--- src/rtl/ptls_pkg.sv ---
// ----------------------------------------------------------------------------
// ptls_pkg
// Types and constants shared by the pedestrian traffic light sequencer.
// ----------------------------------------------------------------------------
package ptls_pkg;

  localparam int TICKS_PER_SECOND = 4;
  localparam int TPS_LOG2         = (TICKS_PER_SECOND > 1) ? $clog2(TICKS_PER_SECOND) : 0;

  localparam int PHASE_SEC_W  = 6;
  localparam int HALF_TICKS_W = 8;
  localparam int BLINK_CYC_W  = 4;
  localparam int CFG_IDX_W    = 2;
  localparam int CFG_DATA_W   = 8;
  localparam int PHASE_CODE_W = 4;

  // tick counter holds phase_seconds * TICKS_PER_SECOND and a blink half-period
  localparam int STEADY_W = PHASE_SEC_W + TPS_LOG2;
  localparam int CNT_W    = (STEADY_W > HALF_TICKS_W) ? STEADY_W : HALF_TICKS_W;

  typedef enum logic [CFG_IDX_W-1:0] {
    CFG_PHASE_SECONDS     = 2'd0,
    CFG_HALF_SECOND_TICKS = 2'd1,
    CFG_BLINK_CYCLES      = 2'd2
  } cfg_idx_t;

  typedef struct packed {
    logic [PHASE_SEC_W-1:0]  phase_seconds;
    logic [HALF_TICKS_W-1:0] half_second_ticks;
    logic [BLINK_CYC_W-1:0]  blink_cycles;
  } cfg_t;

  typedef struct packed {
    logic tick;
    logic button_press;
  } item_t;

  typedef struct packed {
    logic  valid;
    item_t item;
  } stage_t;

  typedef enum logic [9:0] {
    PH_GREEN      = 10'b00_0000_0001,
    PH_YELLOW_A   = 10'b00_0000_0010,
    PH_RED        = 10'b00_0000_0100,
    PH_YELLOW_B   = 10'b00_0000_1000,
    PH_WARN_GREEN = 10'b00_0001_0000,
    PH_WARN_BLINK = 10'b00_0010_0000,
    PH_PRE_WALK   = 10'b00_0100_0000,
    PH_WALK       = 10'b00_1000_0000,
    PH_WALK_BLINK = 10'b01_0000_0000,
    PH_EXIT       = 10'b10_0000_0000
  } phase_t;

  typedef enum logic [1:0] {
    COL_GREEN  = 2'd0,
    COL_YELLOW = 2'd1,
    COL_RED    = 2'd2
  } colour_t;

endpackage

--- src/rtl/ptls_cfg.sv ---
// ----------------------------------------------------------------------------
// ptls_cfg
// Configuration register file for phase and blink timing.
// ----------------------------------------------------------------------------
module ptls_cfg import ptls_pkg::*; (
  input  logic                  clk,
  input  logic                  rst_n,
  input  logic                  cfg_valid,
  output logic                  cfg_ready,
  input  logic [CFG_IDX_W-1:0]  cfg_index,
  input  logic [CFG_DATA_W-1:0] cfg_data,
  output cfg_t                  cfg
);

  cfg_t cfg_r, cfg_nxt;

  assign cfg_ready = 1'b1;
  assign cfg       = cfg_r;

  always_comb begin
    cfg_nxt = cfg_r;
    if (cfg_valid) begin
      case (cfg_index)
        CFG_PHASE_SECONDS:     cfg_nxt.phase_seconds     = cfg_data[PHASE_SEC_W-1:0];
        CFG_HALF_SECOND_TICKS: cfg_nxt.half_second_ticks = cfg_data[HALF_TICKS_W-1:0];
        CFG_BLINK_CYCLES:      cfg_nxt.blink_cycles      = cfg_data[BLINK_CYC_W-1:0];
        default:               cfg_nxt = cfg_r;
      endcase
    end
  end

  always_ff @(posedge clk) begin
    if (!rst_n) begin
      cfg_r.phase_seconds     <= PHASE_SEC_W'(5);
      cfg_r.half_second_ticks <= HALF_TICKS_W'(2);
      cfg_r.blink_cycles      <= BLINK_CYC_W'(5);
    end else begin
      cfg_r <= cfg_nxt;
    end
  end

endmodule

--- src/rtl/ptls_in_stage.sv ---
// ----------------------------------------------------------------------------
// ptls_in_stage
// Input register for tick and button items.
// ----------------------------------------------------------------------------
module ptls_in_stage import ptls_pkg::*; (
  input  logic   clk,
  input  logic   rst_n,
  input  logic   in_valid,
  output logic   in_stall,
  input  logic   in_tick,
  input  logic   in_button_press,
  input  logic   take,
  output stage_t stage
);

  logic  valid_r, valid_nxt;
  item_t item_r;
  logic  accept;

  assign in_stall = valid_r & ~take;
  assign accept   = in_valid & ~in_stall;

  always_comb begin
    valid_nxt = valid_r;
    if (accept) begin
      valid_nxt = 1'b1;
    end else if (take) begin
      valid_nxt = 1'b0;
    end
  end

  always_ff @(posedge clk) begin
    if (!rst_n) begin
      valid_r <= 1'b0;
    end else begin
      valid_r <= valid_nxt;
    end
  end

  always_ff @(posedge clk) begin
    if (accept) begin
      item_r.tick         <= in_tick;
      item_r.button_press <= in_button_press;
    end
  end

  assign stage.valid = valid_r;
  assign stage.item  = item_r;

endmodule

--- src/rtl/ptls_seq.sv ---
// ----------------------------------------------------------------------------
// ptls_seq
// Phase state machine, timing counters and registered lamp result.
// ----------------------------------------------------------------------------
module ptls_seq import ptls_pkg::*; (
  input  logic                    clk,
  input  logic                    rst_n,
  input  cfg_t                    cfg,
  input  stage_t                  stage,
  output logic                    take,
  output logic                    out_valid,
  input  logic                    out_stall,
  output logic                    out_car_green,
  output logic                    out_car_yellow,
  output logic                    out_car_red,
  output logic                    out_walk_green,
  output logic                    out_walk_yellow,
  output logic                    out_walk_red,
  output logic [PHASE_CODE_W-1:0] out_phase_code,
  output logic                    out_pedestrian_active
);

  phase_t                 phase_r, phase_nxt;
  logic [CNT_W-1:0]       tick_count_r, tick_count_nxt;
  logic [BLINK_CYC_W-1:0] blink_count_r, blink_count_nxt;
  logic                   blink_on_r, blink_on_nxt;
  colour_t                colour_r, colour_nxt;
  logic                   out_valid_r, out_valid_nxt;

  logic                   cg_r, cy_r, cr_r, wg_r, wy_r, wr_r;
  logic [PHASE_CODE_W-1:0] code_r;
  logic                   ped_r;

  logic                   enter;
  phase_t                 enter_ph;
  logic [CNT_W:0]         cnt_inc;
  logic [CNT_W:0]         half_lim;
  logic [CNT_W:0]         steady_lim;
  logic [BLINK_CYC_W-1:0] cycles_lim;
  logic [BLINK_CYC_W-1:0] bc_inc;
  logic                   cg, cy, cr, wg, wy, wr;

  function automatic logic is_blink(phase_t p);
    return (p == PH_YELLOW_A) || (p == PH_YELLOW_B) || (p == PH_WARN_BLINK) ||
           (p == PH_PRE_WALK) || (p == PH_WALK_BLINK);
  endfunction

  function automatic logic is_ped(phase_t p);
    return !((p == PH_GREEN) || (p == PH_YELLOW_A) || (p == PH_RED) || (p == PH_YELLOW_B));
  endfunction

  function automatic phase_t next_phase(phase_t p);
    phase_t n;
    case (p)
      PH_GREEN:      n = PH_YELLOW_A;
      PH_YELLOW_A:   n = PH_RED;
      PH_RED:        n = PH_YELLOW_B;
      PH_WARN_GREEN: n = PH_PRE_WALK;
      PH_WARN_BLINK: n = PH_PRE_WALK;
      PH_PRE_WALK:   n = PH_WALK;
      PH_WALK:       n = PH_WALK_BLINK;
      PH_WALK_BLINK: n = PH_EXIT;
      default:       n = PH_GREEN;
    endcase
    return n;
  endfunction

  function automatic logic [PHASE_CODE_W-1:0] phase_code(phase_t p);
    logic [PHASE_CODE_W-1:0] c;
    case (p)
      PH_GREEN:      c = PHASE_CODE_W'(0);
      PH_YELLOW_A:   c = PHASE_CODE_W'(1);
      PH_RED:        c = PHASE_CODE_W'(2);
      PH_YELLOW_B:   c = PHASE_CODE_W'(3);
      PH_WARN_GREEN: c = PHASE_CODE_W'(4);
      PH_WARN_BLINK: c = PHASE_CODE_W'(5);
      PH_PRE_WALK:   c = PHASE_CODE_W'(6);
      PH_WALK:       c = PHASE_CODE_W'(7);
      PH_WALK_BLINK: c = PHASE_CODE_W'(8);
      PH_EXIT:       c = PHASE_CODE_W'(9);
      default:       c = PHASE_CODE_W'(0);
    endcase
    return c;
  endfunction

  assign take = stage.valid & (~out_valid_r | ~out_stall);

  // zero register values act as one
  assign half_lim   = (cfg.half_second_ticks == '0) ? (CNT_W+1)'(1)
                                                    : (CNT_W+1)'(cfg.half_second_ticks);
  assign steady_lim = ((cfg.phase_seconds == '0) ? (CNT_W+1)'(1)
                                                 : (CNT_W+1)'(cfg.phase_seconds))
                      * (CNT_W+1)'(TICKS_PER_SECOND);
  assign cycles_lim = (cfg.blink_cycles == '0) ? BLINK_CYC_W'(1) : cfg.blink_cycles;
  assign cnt_inc    = (CNT_W+1)'(tick_count_r) + (CNT_W+1)'(1);
  assign bc_inc     = blink_count_r + BLINK_CYC_W'(1);

  always_comb begin
    phase_nxt       = phase_r;
    tick_count_nxt  = tick_count_r;
    blink_count_nxt = blink_count_r;
    blink_on_nxt    = blink_on_r;
    colour_nxt      = colour_r;
    enter           = 1'b0;
    enter_ph        = phase_r;

    if (take) begin
      if (stage.item.button_press && !is_ped(phase_r)) begin
        enter = 1'b1;
        case (colour_r)
          COL_RED:    enter_ph = PH_WALK;
          COL_YELLOW: enter_ph = PH_WARN_BLINK;
          default:    enter_ph = PH_WARN_GREEN;
        endcase
      end else if (stage.item.tick) begin
        if (is_blink(phase_r)) begin
          if (cnt_inc >= half_lim) begin
            tick_count_nxt = '0;
            if (blink_on_r) begin
              blink_on_nxt = 1'b0;
            end else begin
              blink_on_nxt    = 1'b1;
              blink_count_nxt = bc_inc;
              if (bc_inc >= cycles_lim) begin
                enter    = 1'b1;
                enter_ph = next_phase(phase_r);
              end
            end
          end else begin
            tick_count_nxt = cnt_inc[CNT_W-1:0];
          end
        end else begin
          if (cnt_inc >= steady_lim) begin
            enter    = 1'b1;
            enter_ph = next_phase(phase_r);
          end else begin
            tick_count_nxt = cnt_inc[CNT_W-1:0];
          end
        end
      end
    end

    if (enter) begin
      phase_nxt       = enter_ph;
      tick_count_nxt  = '0;
      blink_count_nxt = '0;
      blink_on_nxt    = 1'b1;
      case (enter_ph)
        PH_GREEN:    colour_nxt = COL_GREEN;
        PH_YELLOW_A: colour_nxt = COL_YELLOW;
        PH_YELLOW_B: colour_nxt = COL_YELLOW;
        PH_RED:      colour_nxt = COL_RED;
        default:     colour_nxt = colour_r;
      endcase
    end
  end

  // lamps as they stand after the item
  always_comb begin
    cg = 1'b0;
    cy = 1'b0;
    cr = 1'b0;
    wg = 1'b0;
    wy = 1'b0;
    wr = 1'b0;
    case (phase_nxt)
      PH_GREEN:      cg = 1'b1;
      PH_YELLOW_A:   cy = blink_on_nxt;
      PH_RED:        cr = 1'b1;
      PH_YELLOW_B:   cy = blink_on_nxt;
      PH_WARN_GREEN: begin
        cg = 1'b1;
        wr = 1'b1;
      end
      PH_WARN_BLINK: begin
        cy = blink_on_nxt;
        wr = 1'b1;
      end
      PH_PRE_WALK: begin
        cy = blink_on_nxt;
        wy = blink_on_nxt;
      end
      PH_WALK: begin
        cr = 1'b1;
        wg = 1'b1;
      end
      PH_WALK_BLINK: begin
        cy = blink_on_nxt;
        wy = blink_on_nxt;
        wg = 1'b1;
      end
      PH_EXIT: begin
        cg = 1'b1;
        wr = 1'b1;
      end
      default: cg = 1'b0;
    endcase
  end

  always_comb begin
    out_valid_nxt = out_valid_r & out_stall;
    if (take) begin
      out_valid_nxt = 1'b1;
    end
  end

  always_ff @(posedge clk) begin
    if (!rst_n) begin
      phase_r       <= PH_GREEN;
      tick_count_r  <= '0;
      blink_count_r <= '0;
      blink_on_r    <= 1'b1;
      colour_r      <= COL_GREEN;
      out_valid_r   <= 1'b0;
    end else begin
      phase_r       <= phase_nxt;
      tick_count_r  <= tick_count_nxt;
      blink_count_r <= blink_count_nxt;
      blink_on_r    <= blink_on_nxt;
      colour_r      <= colour_nxt;
      out_valid_r   <= out_valid_nxt;
    end
  end

  always_ff @(posedge clk) begin
    if (take) begin
      cg_r   <= cg;
      cy_r   <= cy;
      cr_r   <= cr;
      wg_r   <= wg;
      wy_r   <= wy;
      wr_r   <= wr;
      code_r <= phase_code(phase_nxt);
      ped_r  <= is_ped(phase_nxt);
    end
  end

  assign out_valid             = out_valid_r;
  assign out_car_green         = cg_r;
  assign out_car_yellow        = cy_r;
  assign out_car_red           = cr_r;
  assign out_walk_green        = wg_r;
  assign out_walk_yellow       = wy_r;
  assign out_walk_red          = wr_r;
  assign out_phase_code        = code_r;
  assign out_pedestrian_active = ped_r;

  a_ped_flag: assert property (@(posedge clk) disable iff (!rst_n)
    out_valid_r |-> (ped_r == (code_r >= PHASE_CODE_W'(4))))
    else $error("pedestrian flag disagrees with phase code");

  a_one_car_lamp: assert property (@(posedge clk) disable iff (!rst_n)
    out_valid_r |-> $onehot0({cg_r, cy_r, cr_r}))
    else $error("more than one car lamp lit");

  a_press_ignored: assert property (@(posedge clk) disable iff (!rst_n)
    (take && stage.item.button_press && !stage.item.tick && is_ped(phase_r))
    |=> (phase_r == $past(phase_r)))
    else $error("press changed phase during pedestrian sequence");

  a_blink_count: assert property (@(posedge clk) disable iff (!rst_n)
    !is_blink(phase_r) |-> (blink_count_r == '0 && blink_on_r))
    else $error("blink state moved in a steady phase");

  a_take_hold: assert property (@(posedge clk) disable iff (!rst_n)
    (out_valid_r && out_stall) |-> !take)
    else $error("result overwritten while stalled");

endmodule

--- src/rtl/pedestrian_traffic_light_sequencer.sv ---
// ----------------------------------------------------------------------------
// pedestrian_traffic_light_sequencer
// Car and pedestrian lamp sequencer driven by timebase ticks and button edges.
// ----------------------------------------------------------------------------
// Usage:
//   in_ channel: one item per tick period carrying in_tick and
//   in_button_press; an item is taken when in_valid is high and in_stall low.
//   out_ channel: one result item per input item with the six lamps, the
//   phase code and the pedestrian flag as they stand after that item.
//   cfg_ channel: index 0 phase_seconds, 1 half_second_ticks, 2 blink_cycles;
//   cfg_ready is always high, write only while no item is in flight.
//   An accepted item loads the input register; the state update then fills
//   the result register when the item is taken, which waits while a held
//   result is stalled. Throughput is one item per cycle while out_stall
//   is low, set by the state update.
//   Reset (rst_n low, synchronous) returns to normal car green with default
//   timing. When out_stall is high the result holds, the held input item
//   waits, and in_stall rises once the input register is full.
// ----------------------------------------------------------------------------
module pedestrian_traffic_light_sequencer import ptls_pkg::*; (
  input  logic                    clk,
  input  logic                    rst_n,
  input  logic                    in_valid,
  output logic                    in_stall,
  input  logic                    in_tick,
  input  logic                    in_button_press,
  output logic                    out_valid,
  input  logic                    out_stall,
  output logic                    out_car_green,
  output logic                    out_car_yellow,
  output logic                    out_car_red,
  output logic                    out_walk_green,
  output logic                    out_walk_yellow,
  output logic                    out_walk_red,
  output logic [PHASE_CODE_W-1:0] out_phase_code,
  output logic                    out_pedestrian_active,
  input  logic                    cfg_valid,
  output logic                    cfg_ready,
  input  logic [CFG_IDX_W-1:0]    cfg_index,
  input  logic [CFG_DATA_W-1:0]   cfg_data
);

  cfg_t   cfg;
  stage_t stage;
  logic   take;

  ptls_cfg u_cfg (
    .clk       (clk),
    .rst_n     (rst_n),
    .cfg_valid (cfg_valid),
    .cfg_ready (cfg_ready),
    .cfg_index (cfg_index),
    .cfg_data  (cfg_data),
    .cfg       (cfg)
  );

  ptls_in_stage u_in_stage (
    .clk             (clk),
    .rst_n           (rst_n),
    .in_valid        (in_valid),
    .in_stall        (in_stall),
    .in_tick         (in_tick),
    .in_button_press (in_button_press),
    .take            (take),
    .stage           (stage)
  );

  ptls_seq u_seq (
    .clk                   (clk),
    .rst_n                 (rst_n),
    .cfg                   (cfg),
    .stage                 (stage),
    .take                  (take),
    .out_valid             (out_valid),
    .out_stall             (out_stall),
    .out_car_green         (out_car_green),
    .out_car_yellow        (out_car_yellow),
    .out_car_red           (out_car_red),
    .out_walk_green        (out_walk_green),
    .out_walk_yellow       (out_walk_yellow),
    .out_walk_red          (out_walk_red),
    .out_phase_code        (out_phase_code),
    .out_pedestrian_active (out_pedestrian_active)
  );

endmodule
--- config.mk ---
export PLATFORM = sky130hd
export DESIGN_NAME = pedestrian_traffic_light_sequencer
export DESIGN_NICKNAME = d
export VERILOG_FILES = /design/src/rtl/ptls_pkg.sv /design/src/rtl/ptls_cfg.sv /design/src/rtl/ptls_in_stage.sv /design/src/rtl/ptls_seq.sv /design/src/rtl/pedestrian_traffic_light_sequencer.sv
export SDC_FILE = /design/constraint.sdc
export NUM_CORES = 1
export LEC_CHECK = 0
export ABC_CLOCK_PERIOD_IN_PS = 3800
export BUFFER_PORTS_ARGS = -buffer_cell sky130_fd_sc_hd__clkbuf_2
export CORE_MARGIN = 4
export CORE_UTILIZATION = 45
export CTS_CLUSTER_SIZE = 25
export DETAILED_ROUTE_END_ITERATION = 7
export PLACE_DENSITY = 0.65
export SYNTH_ARGS = -nofsm -noshare
export SYNTH_HDL_FRONTEND = slang
export SYNTH_SLANG_ARGS = --single-unit
--- constraint.sdc ---
create_clock -name clk -period 3.8 [get_ports clk]
set_clock_uncertainty 0.1 [all_clocks]
set_input_delay 0.19 -clock clk [delete_from_list [all_inputs] [get_ports clk]]
set_output_delay 0.19 -clock clk [all_outputs]
set_load 0.05 [all_outputs]
=== Yosys cells after proc, flatten, opt, wreduce, memory -nomap -nowiden ===
Index checks and enable logic that the tools add are counted.

* Register bits after elaboration: 58
* Latch bits: 0
* RAM bits: 0
* Bits in read-only memories: 0
* Bits of input ports: 17
* Logic and storage cells: 139
* Memories: 0

* Add/subtract/negate cells: 2
* $mul: 0
* Divide/modulo/power cells: 0
* $lt $le $gt $ge: 3
* Eq/ne operators: 28
* Shift-type cells: 0
* Muxes and demuxes: 41
* Bitwise operators: 12
* Reduce and logical (&&, ||, !) cells: 33

{| class="wikitable"
|+ Operators with widths
! cell !! number
|-
| $mux 10 || 9
|-
| $pmux 10 s7 || 1
|-
| $pmux 4 s9 || 1
|-
| $mux 8 || 4
|-
| $eq 10x1->1 const B || 3
|-
| $eq 10x2->1 const B || 3
|-
| $eq 10x3->1 const B || 3
|-
| $eq 10x4->1 const B || 3
|-
| $mux 1 || 22
|-
| $eq 10x5->1 const B || 2
|-
| $eq 10x6->1 const B || 2
|-
| $eq 10x7->1 const B || 2
|-
| $eq 10x8->1 const B || 2
|-
| $eq 10x9->1 const B || 2
|-
| $ge 9x9->1 || 2
|-
| $pmux 8 s2 || 1
|-
| $reduce_or 2->1 || 6
|-
| $eq 10x10->1 const B || 1
|-
| $logic_or 1x1->1 || 10
|-
| $add 8x1->9 const B || 1
|-
| $logic_not 8->1 || 1
|-
| $reduce_and 2->1 || 4
|-
| $not 1->1 || 7
|-
| $logic_not 6->1 || 1
|-
| 20 further kinds || 26
|}

=== Depth between registers and ports, before layout ===
* Word-level depth: 16
* Mapped depth: 15
* Gate-level depth less buffers: 14

=== Cells and area by module ===
A second synthesis with hierarchy kept.

* Cell total of the unflattened synthesis: 419
* Area, all modules: 3,816.2 µm²

{| class="wikitable"
|+ Modules (own cells, without submodules)
! module !! instances !! cells each !! area an instance (µm²)
|-
| ptls_seq || 1 || 336 || 2,961.6
|-
| ptls_cfg || 1 || 76 || 739.5
|-
| ptls_in_stage || 1 || 7 || 115.1
|}

=== Worst setup path after synthesis ===
Ideal clock, no wire load.

* Path type: register to register
* From: register u_seq.tick_count_r[0]
* To: register u_seq.cy_r, in the netlist u_seq.out_car_yellow (data pin)
* Setup time: 141 ps
* Arrival time: 3,685 ps
* Path slack: -125 ps
* Stages on the path, launching flop included: 15
* Buffers on the path: 0
* Period minus slack after synthesis: 3,925 ps
* Path through: dfxtp_1 ha_1 nand3_1 xnor2_1 ha_1 a21oi_1 o21ai_1 a221oi_2 or3_1 a2111oi_0 a21oi_1 nand3b_4 or4_4 a21boi_4 a21oi_2

* Cells in the longest elaborated chain, start to end: 10
* Elaborated cells between the ends (all ways): 28

{| class="wikitable"
|+ Ends and longest elaborated chain
! what !! line !! source
|-
| start, declared || ptls_seq.sv:24 || <nowiki>logic [CNT_W-1:0] tick_count_r, tick_count_nxt;</nowiki>
|-
| start signal, assigned || ptls_seq.sv:217 || <nowiki>tick_count_r <= tick_count_nxt;</nowiki>
|-
| $add 8x1->9 (*) || ptls_seq.sv:95 || <nowiki>assign cnt_inc = (CNT_W+1)'(tick_count_r) + (CNT_W+1)'(1);</nowiki>
|-
| $ge 9x9->1 (on tied branches) || ptls_seq.sv:133, ptls_seq.sv:117 ||
|-
| $mux 10, or another cell as far along || ptls_seq.sv:133 || <nowiki>if (cnt_inc >= steady_lim) begin</nowiki>
|-
| $mux 10 or $mux 1 (tied branches) || ptls_seq.sv:116 || <nowiki>if (is_blink(phase_r)) begin</nowiki>
|-
| $mux 10 or $mux 1 (tied branches) || ptls_seq.sv:115 || <nowiki>end else if (stage.item.tick) begin</nowiki>
|-
| $mux 10 or $mux 1 (tied branches) || ptls_seq.sv:108 || <nowiki>if (stage.item.button_press && !is_ped(phase_r)) begin</nowiki>
|-
| $mux 10 or $mux 1 (tied branches) || ptls_seq.sv:107 || <nowiki>if (take) begin</nowiki>
|-
| $mux 10 || ptls_seq.sv:143 || <nowiki>if (enter) begin</nowiki>
|-
| $eq 10x6->1, or another cell as far along || ptls_seq.sv:166 || <nowiki>case (phase_nxt)</nowiki>
|-
| $reduce_or 5->1 (no source line) || - ||
|-
| end signal, assigned || ptls_seq.sv:228 || <nowiki>cy_r <= cy;</nowiki>
|-
| end, declared || ptls_seq.sv:30 || <nowiki>logic cg_r, cy_r, cr_r, wg_r, wy_r, wr_r;</nowiki>
|}

Mark *: on every way between the ends. The rest lies on a longest branch, timed or not.
A chain may end at the register's enable or synchronous reset.

=== Worst setup path in the final report ===
* From: register u_seq.tick_count_r[3]
* To: register u_seq.code_r[0], in the netlist u_seq.out_phase_code[0] (data pin)

* Cells in the longest elaborated chain, start to end: 10
* Elaborated cells between the ends (all ways): 26

{| class="wikitable"
|+ Ends and longest elaborated chain
! what !! line !! source
|-
| $add 8x1->9 (*) || ptls_seq.sv:95 ||
|-
| $ge 9x9->1 (on tied branches) || ptls_seq.sv:133, ptls_seq.sv:117 ||
|-
| $mux 10, or another cell as far along || ptls_seq.sv:133 ||
|-
| $mux 10 or $mux 1 (tied branches) || ptls_seq.sv:116 ||
|-
| $mux 10 or $mux 1 (tied branches) || ptls_seq.sv:115 ||
|-
| $mux 10 or $mux 1 (tied branches) || ptls_seq.sv:108 ||
|-
| $mux 10 or $mux 1 (tied branches) || ptls_seq.sv:107 ||
|-
| $mux 10 (*) || ptls_seq.sv:143 ||
|-
| $eq 10x10->1, or another cell as far along || ptls_seq.sv:70 || <nowiki>case (p)</nowiki>
|-
| $pmux 4 s9 (*) || ptls_seq.sv:70 ||
|-
| end signal, assigned || ptls_seq.sv:233 || <nowiki>code_r <= phase_code(phase_nxt);</nowiki>
|-
| end, declared || ptls_seq.sv:31 || <nowiki>logic [PHASE_CODE_W-1:0] code_r;</nowiki>
|}

Marks and branches as above.

==> flow_metrics.tcl <==
set metrics [dict create \
    netlist_area_um2 3800 \
    report.final.slew_viol_count 0 \
    critical_path.top_delay_family "simple AND/OR/NAND/NOR gates" \
    status "complete, no violations" \
    ys.flop_type "dfxtp_1" \
    cp-end-kind "flip-flop" \
    ys_seq_area_frac 0.340 \
    worstPathArrival_ns 3.76 \
    mostFrequentLayoutCells "buf_4, nand2_1, dfxtp_1" \
    clock-sinks 58 \
    syn-num-nets 454 \
    max_slew_margin 0.225 \
    min_period_ns 3.77 \
    switching_power_uw 360 \
    leakagePower_nw 2.06 \
    diodes 0 \
    drv_cap 0 \
    worstHoldPathCells 3 \
    tightest_slew_ns 1.16 \
    syn_avg_cell_area_um2 9.19 \
    coreArea_um2 8220 \
    routed_wl_mm 9.03 \
    yosys_warnings 0 \
    min_path_type "primary input to flip-flop" \
    htree_levels 3 \
    layout_commonest_cell "buf_4" \
    tns_ns 0 \
    reg2regPathDepth 13 \
    place_area_um2 4250 \
    max_stage_delay_ns 0.56 \
    max_freq_ghz 0.265 \
    grt_overflow_total 0 \
    slowest_stage "or4_4" \
    startpoint_type "flip-flop" \
    synth_edf_count 13 \
    holdWs_ns 0.0279 \
    route.detailed.drc 0 \
    die_width_um 99.9 \
    syn_inst 413 \
    dr_total_vias 3203 \
    rsz0062_at_grt "yes" \
    fin_util 0.576 \
    path_clk_slew_ns 0.07 \
    seq_area_um2 1310 \
    crit_type "flip-flop to flip-flop" \
    power.internal_mw 1.00 \
    powerDensity_nw_per_um2 288 \
    crit_chain "and3_1 -> nand3_4 -> xnor2_4 -> ha_2 -> or3_4 -> o221a_4 -> or4_4 -> o211ai_1 -> mux2_4 -> a22o_4 -> and2_4 -> a22oi_2 -> nand3_1" \
    design_area_um2 4730 \
    clock_path_buffers 2 \
    worst_ep_required_time_ns 3.79 \
    numPortBuffers 29 \
    grt_pass1_vias 3185 \
    switching_share 0.264 \
    cts_buffers 9 \
    grt_start_max_net_pins 35 \
    ios 31 \
    layout-drive-gt1-share 0.312 \
    dpl.hpwl_mm 6.50 \
    drt_iter0_markers 158 \
    fp.dieArea_um2 9970 \
    vias_per_cell 5.41 \
    wl_per_cell_um 15.3 \
    cts_tree "done" \
    cts-root-buf "clkbuf_8" \
    yosys-top-cells-area "dfxtp_1, edfxtp_1, ha_1" \
    pwr-share-seq 0.479 \
    critPathMaxFanout 5 \
    track_usage 0.185 \
    yosys.area.top_type "dfxtp_1" \
    setup_viol 0 \
    cp_num_buf_inv 0 \
    path_depth 13 \
    multi_input_area_um2 2510 \
    nFillCells 738 \
    dr.pass1.iters 4 \
    p_comb_frac 0.118 \
    fp.dieH_um 99.9 \
    yosysTopAreaCellShare 0.237 \
    finalHoldViolCount 0 \
    synth-seq-cells 58 \
    final_cells 592 \
    finalCritPeriodShare 0.992 \
    fin_nets 523 \
    clock_latency_ns 0.34 \
    clockPowerShare 0.403 \
    dp_cells 565 \
    grt_first_pass_wirelength_mm 14.9 \
    antenna_found_initial 0 \
    ir_worst_vdd_mv 0.197 \
    ant_nets 0 \
    start_util 0.462 \
    gp_congestion 0.936 \
    ys_types 82 \
    area_delta_synth_final_pct 24.7 \
    rows 33 \
    synthArstFlopShare 0 \
]
## kinds of logic (layout without fill, tap and decap cells)
family | after synthesis | in the layout | synth area share
AO/OA/AOI/OAI | 84 | 84 | 0.182
XOR/XNOR | 19 | 19 | 0.0438
adder cells (fa/ha/maj) | 24 | 24 | 0.0791
buffers and inverters | 41 | 115 | 0.0547
flip-flops | 58 | 58 | 0.340
multiplexers | 14 | 14 | 0.0372
other | 1 | 1 | 0.000988
AND/OR/NAND/NOR | 172 | 172 | 0.263
## through the flow
| stage | setup WS, ns | power [mW] |
|---|---|---|
| floorplan | 0.0191 | 0.780 |
| global placement | 0.00805 | 0.821 |
| detailed placement | -0.0360 | 0.823 |
| CTS | 0.0118 | 1.38 |
| global route | -0.0824 | 1.44 |
| finish | 0.0292 | 1.36 |
## final cells by class
type / count / area share
repair buffers: 75 / 0.107
clock inverters: 6 / 0.0124
inverters: 24 / 0.0190
well taps: 105 / 0.0277
flip-flops and latches: 58 / 0.277
multi-input cells: 314 / 0.530
clock buffers: 10 / 0.0270
## what timing repair did
| item | CTS | global route |
|---|---|---|
| gates resized for setup | 8 | 35 |
| buffers inserted | 0 | 7 |
| pin swaps | 2 | 20 |
| endpoints found under the setup margin | 4 | 12 |
| hold endpoints to repair | 5 | 0 |
| hold buffers | 5 | 0 |
## routing by layer
metal,vias up,wire [µm],global-route usage
met2,75,4400,0.308
met3,14,366,0.0417
met4,0,188,0.0714
met5,-,0,0
met1,1501,4080,0.232
li1,1613,-,-
## final timing paths
kind / start / to / slack, ns
worst max-delay path: u_seq.tick_count_r[3] / u_seq.out_phase_code[0] / 0.03
worst max register to register: u_seq.tick_count_r[3] / u_seq.out_phase_code[0] / 0.03
worst min register to register: u_cfg.cfg[0] / u_cfg.cfg[0] / 0.38
worst min-delay path: cfg_data[0] / u_cfg.cfg[0] / 0.03
## power by group through the flow
stage          registers (mW)  clock network (mW)  logic [mW]
2_1_floorplan           0.688                   0      0.0922
3_3_place_gp            0.670                   0       0.151
3_5_place_dp            0.671                   0       0.152
4_1_cts                 0.657               0.570       0.157
5_1_grt                 0.655               0.604       0.177
6_report                0.653               0.550       0.161
## synthesized netlist by cell type, types with 4 or more instances
cell      number
a22oi_1        5
a21oi_1       16
clkbuf_1       8
o21ai_0        9
nor2b_1       22
xor2_1        11
ha_1          24
and2_1         6
inv_1         24
buf_6          6
nor3b_1        4
dfxtp_1       45
xnor2_1        8
nor2_1        38
nand3_1       11
nor4_1         5
and3_1         6
mux2i_1       13
nand2_1       39
o211ai_1       7
nand3b_1       4
edfxtp_1      13
## registers in the layout, indices dropped and copies added (netlist names)
name / cells
u_seq.out_valid: 1
u_seq.out_walk_red: 1
u_seq.out_car_green: 1
u_cfg.cfg: 18
u_seq.colour_r: 2
u_seq.out_walk_green: 1
u_seq.out_car_yellow: 1
u_seq.out_phase_code: 4
u_in_stage.valid_r: 1
u_seq.tick_count_r: 8
u_seq.out_pedestrian_active: 1
u_in_stage.stage: 2
u_seq.out_walk_yellow: 1
u_seq.out_car_red: 1
u_seq.blink_count_r: 4
u_seq.phase_r: 10
u_seq.blink_on_r: 1
## worst register-to-register path, stage by stage (launching register included)
cell	delay (ns)
dfxtp_4	0.36
and3_1	0.20
nand3_4	0.11
xnor2_4	0.18
ha_2	0.19
or3_4	0.36
o221a_4	0.26
or4_4	0.56
o211ai_1	0.17
mux2_4	0.34
a22o_4	0.22
and2_4	0.17
a22oi_2	0.22
nand3_1	0.09
(Power assumes the default switching activity.)
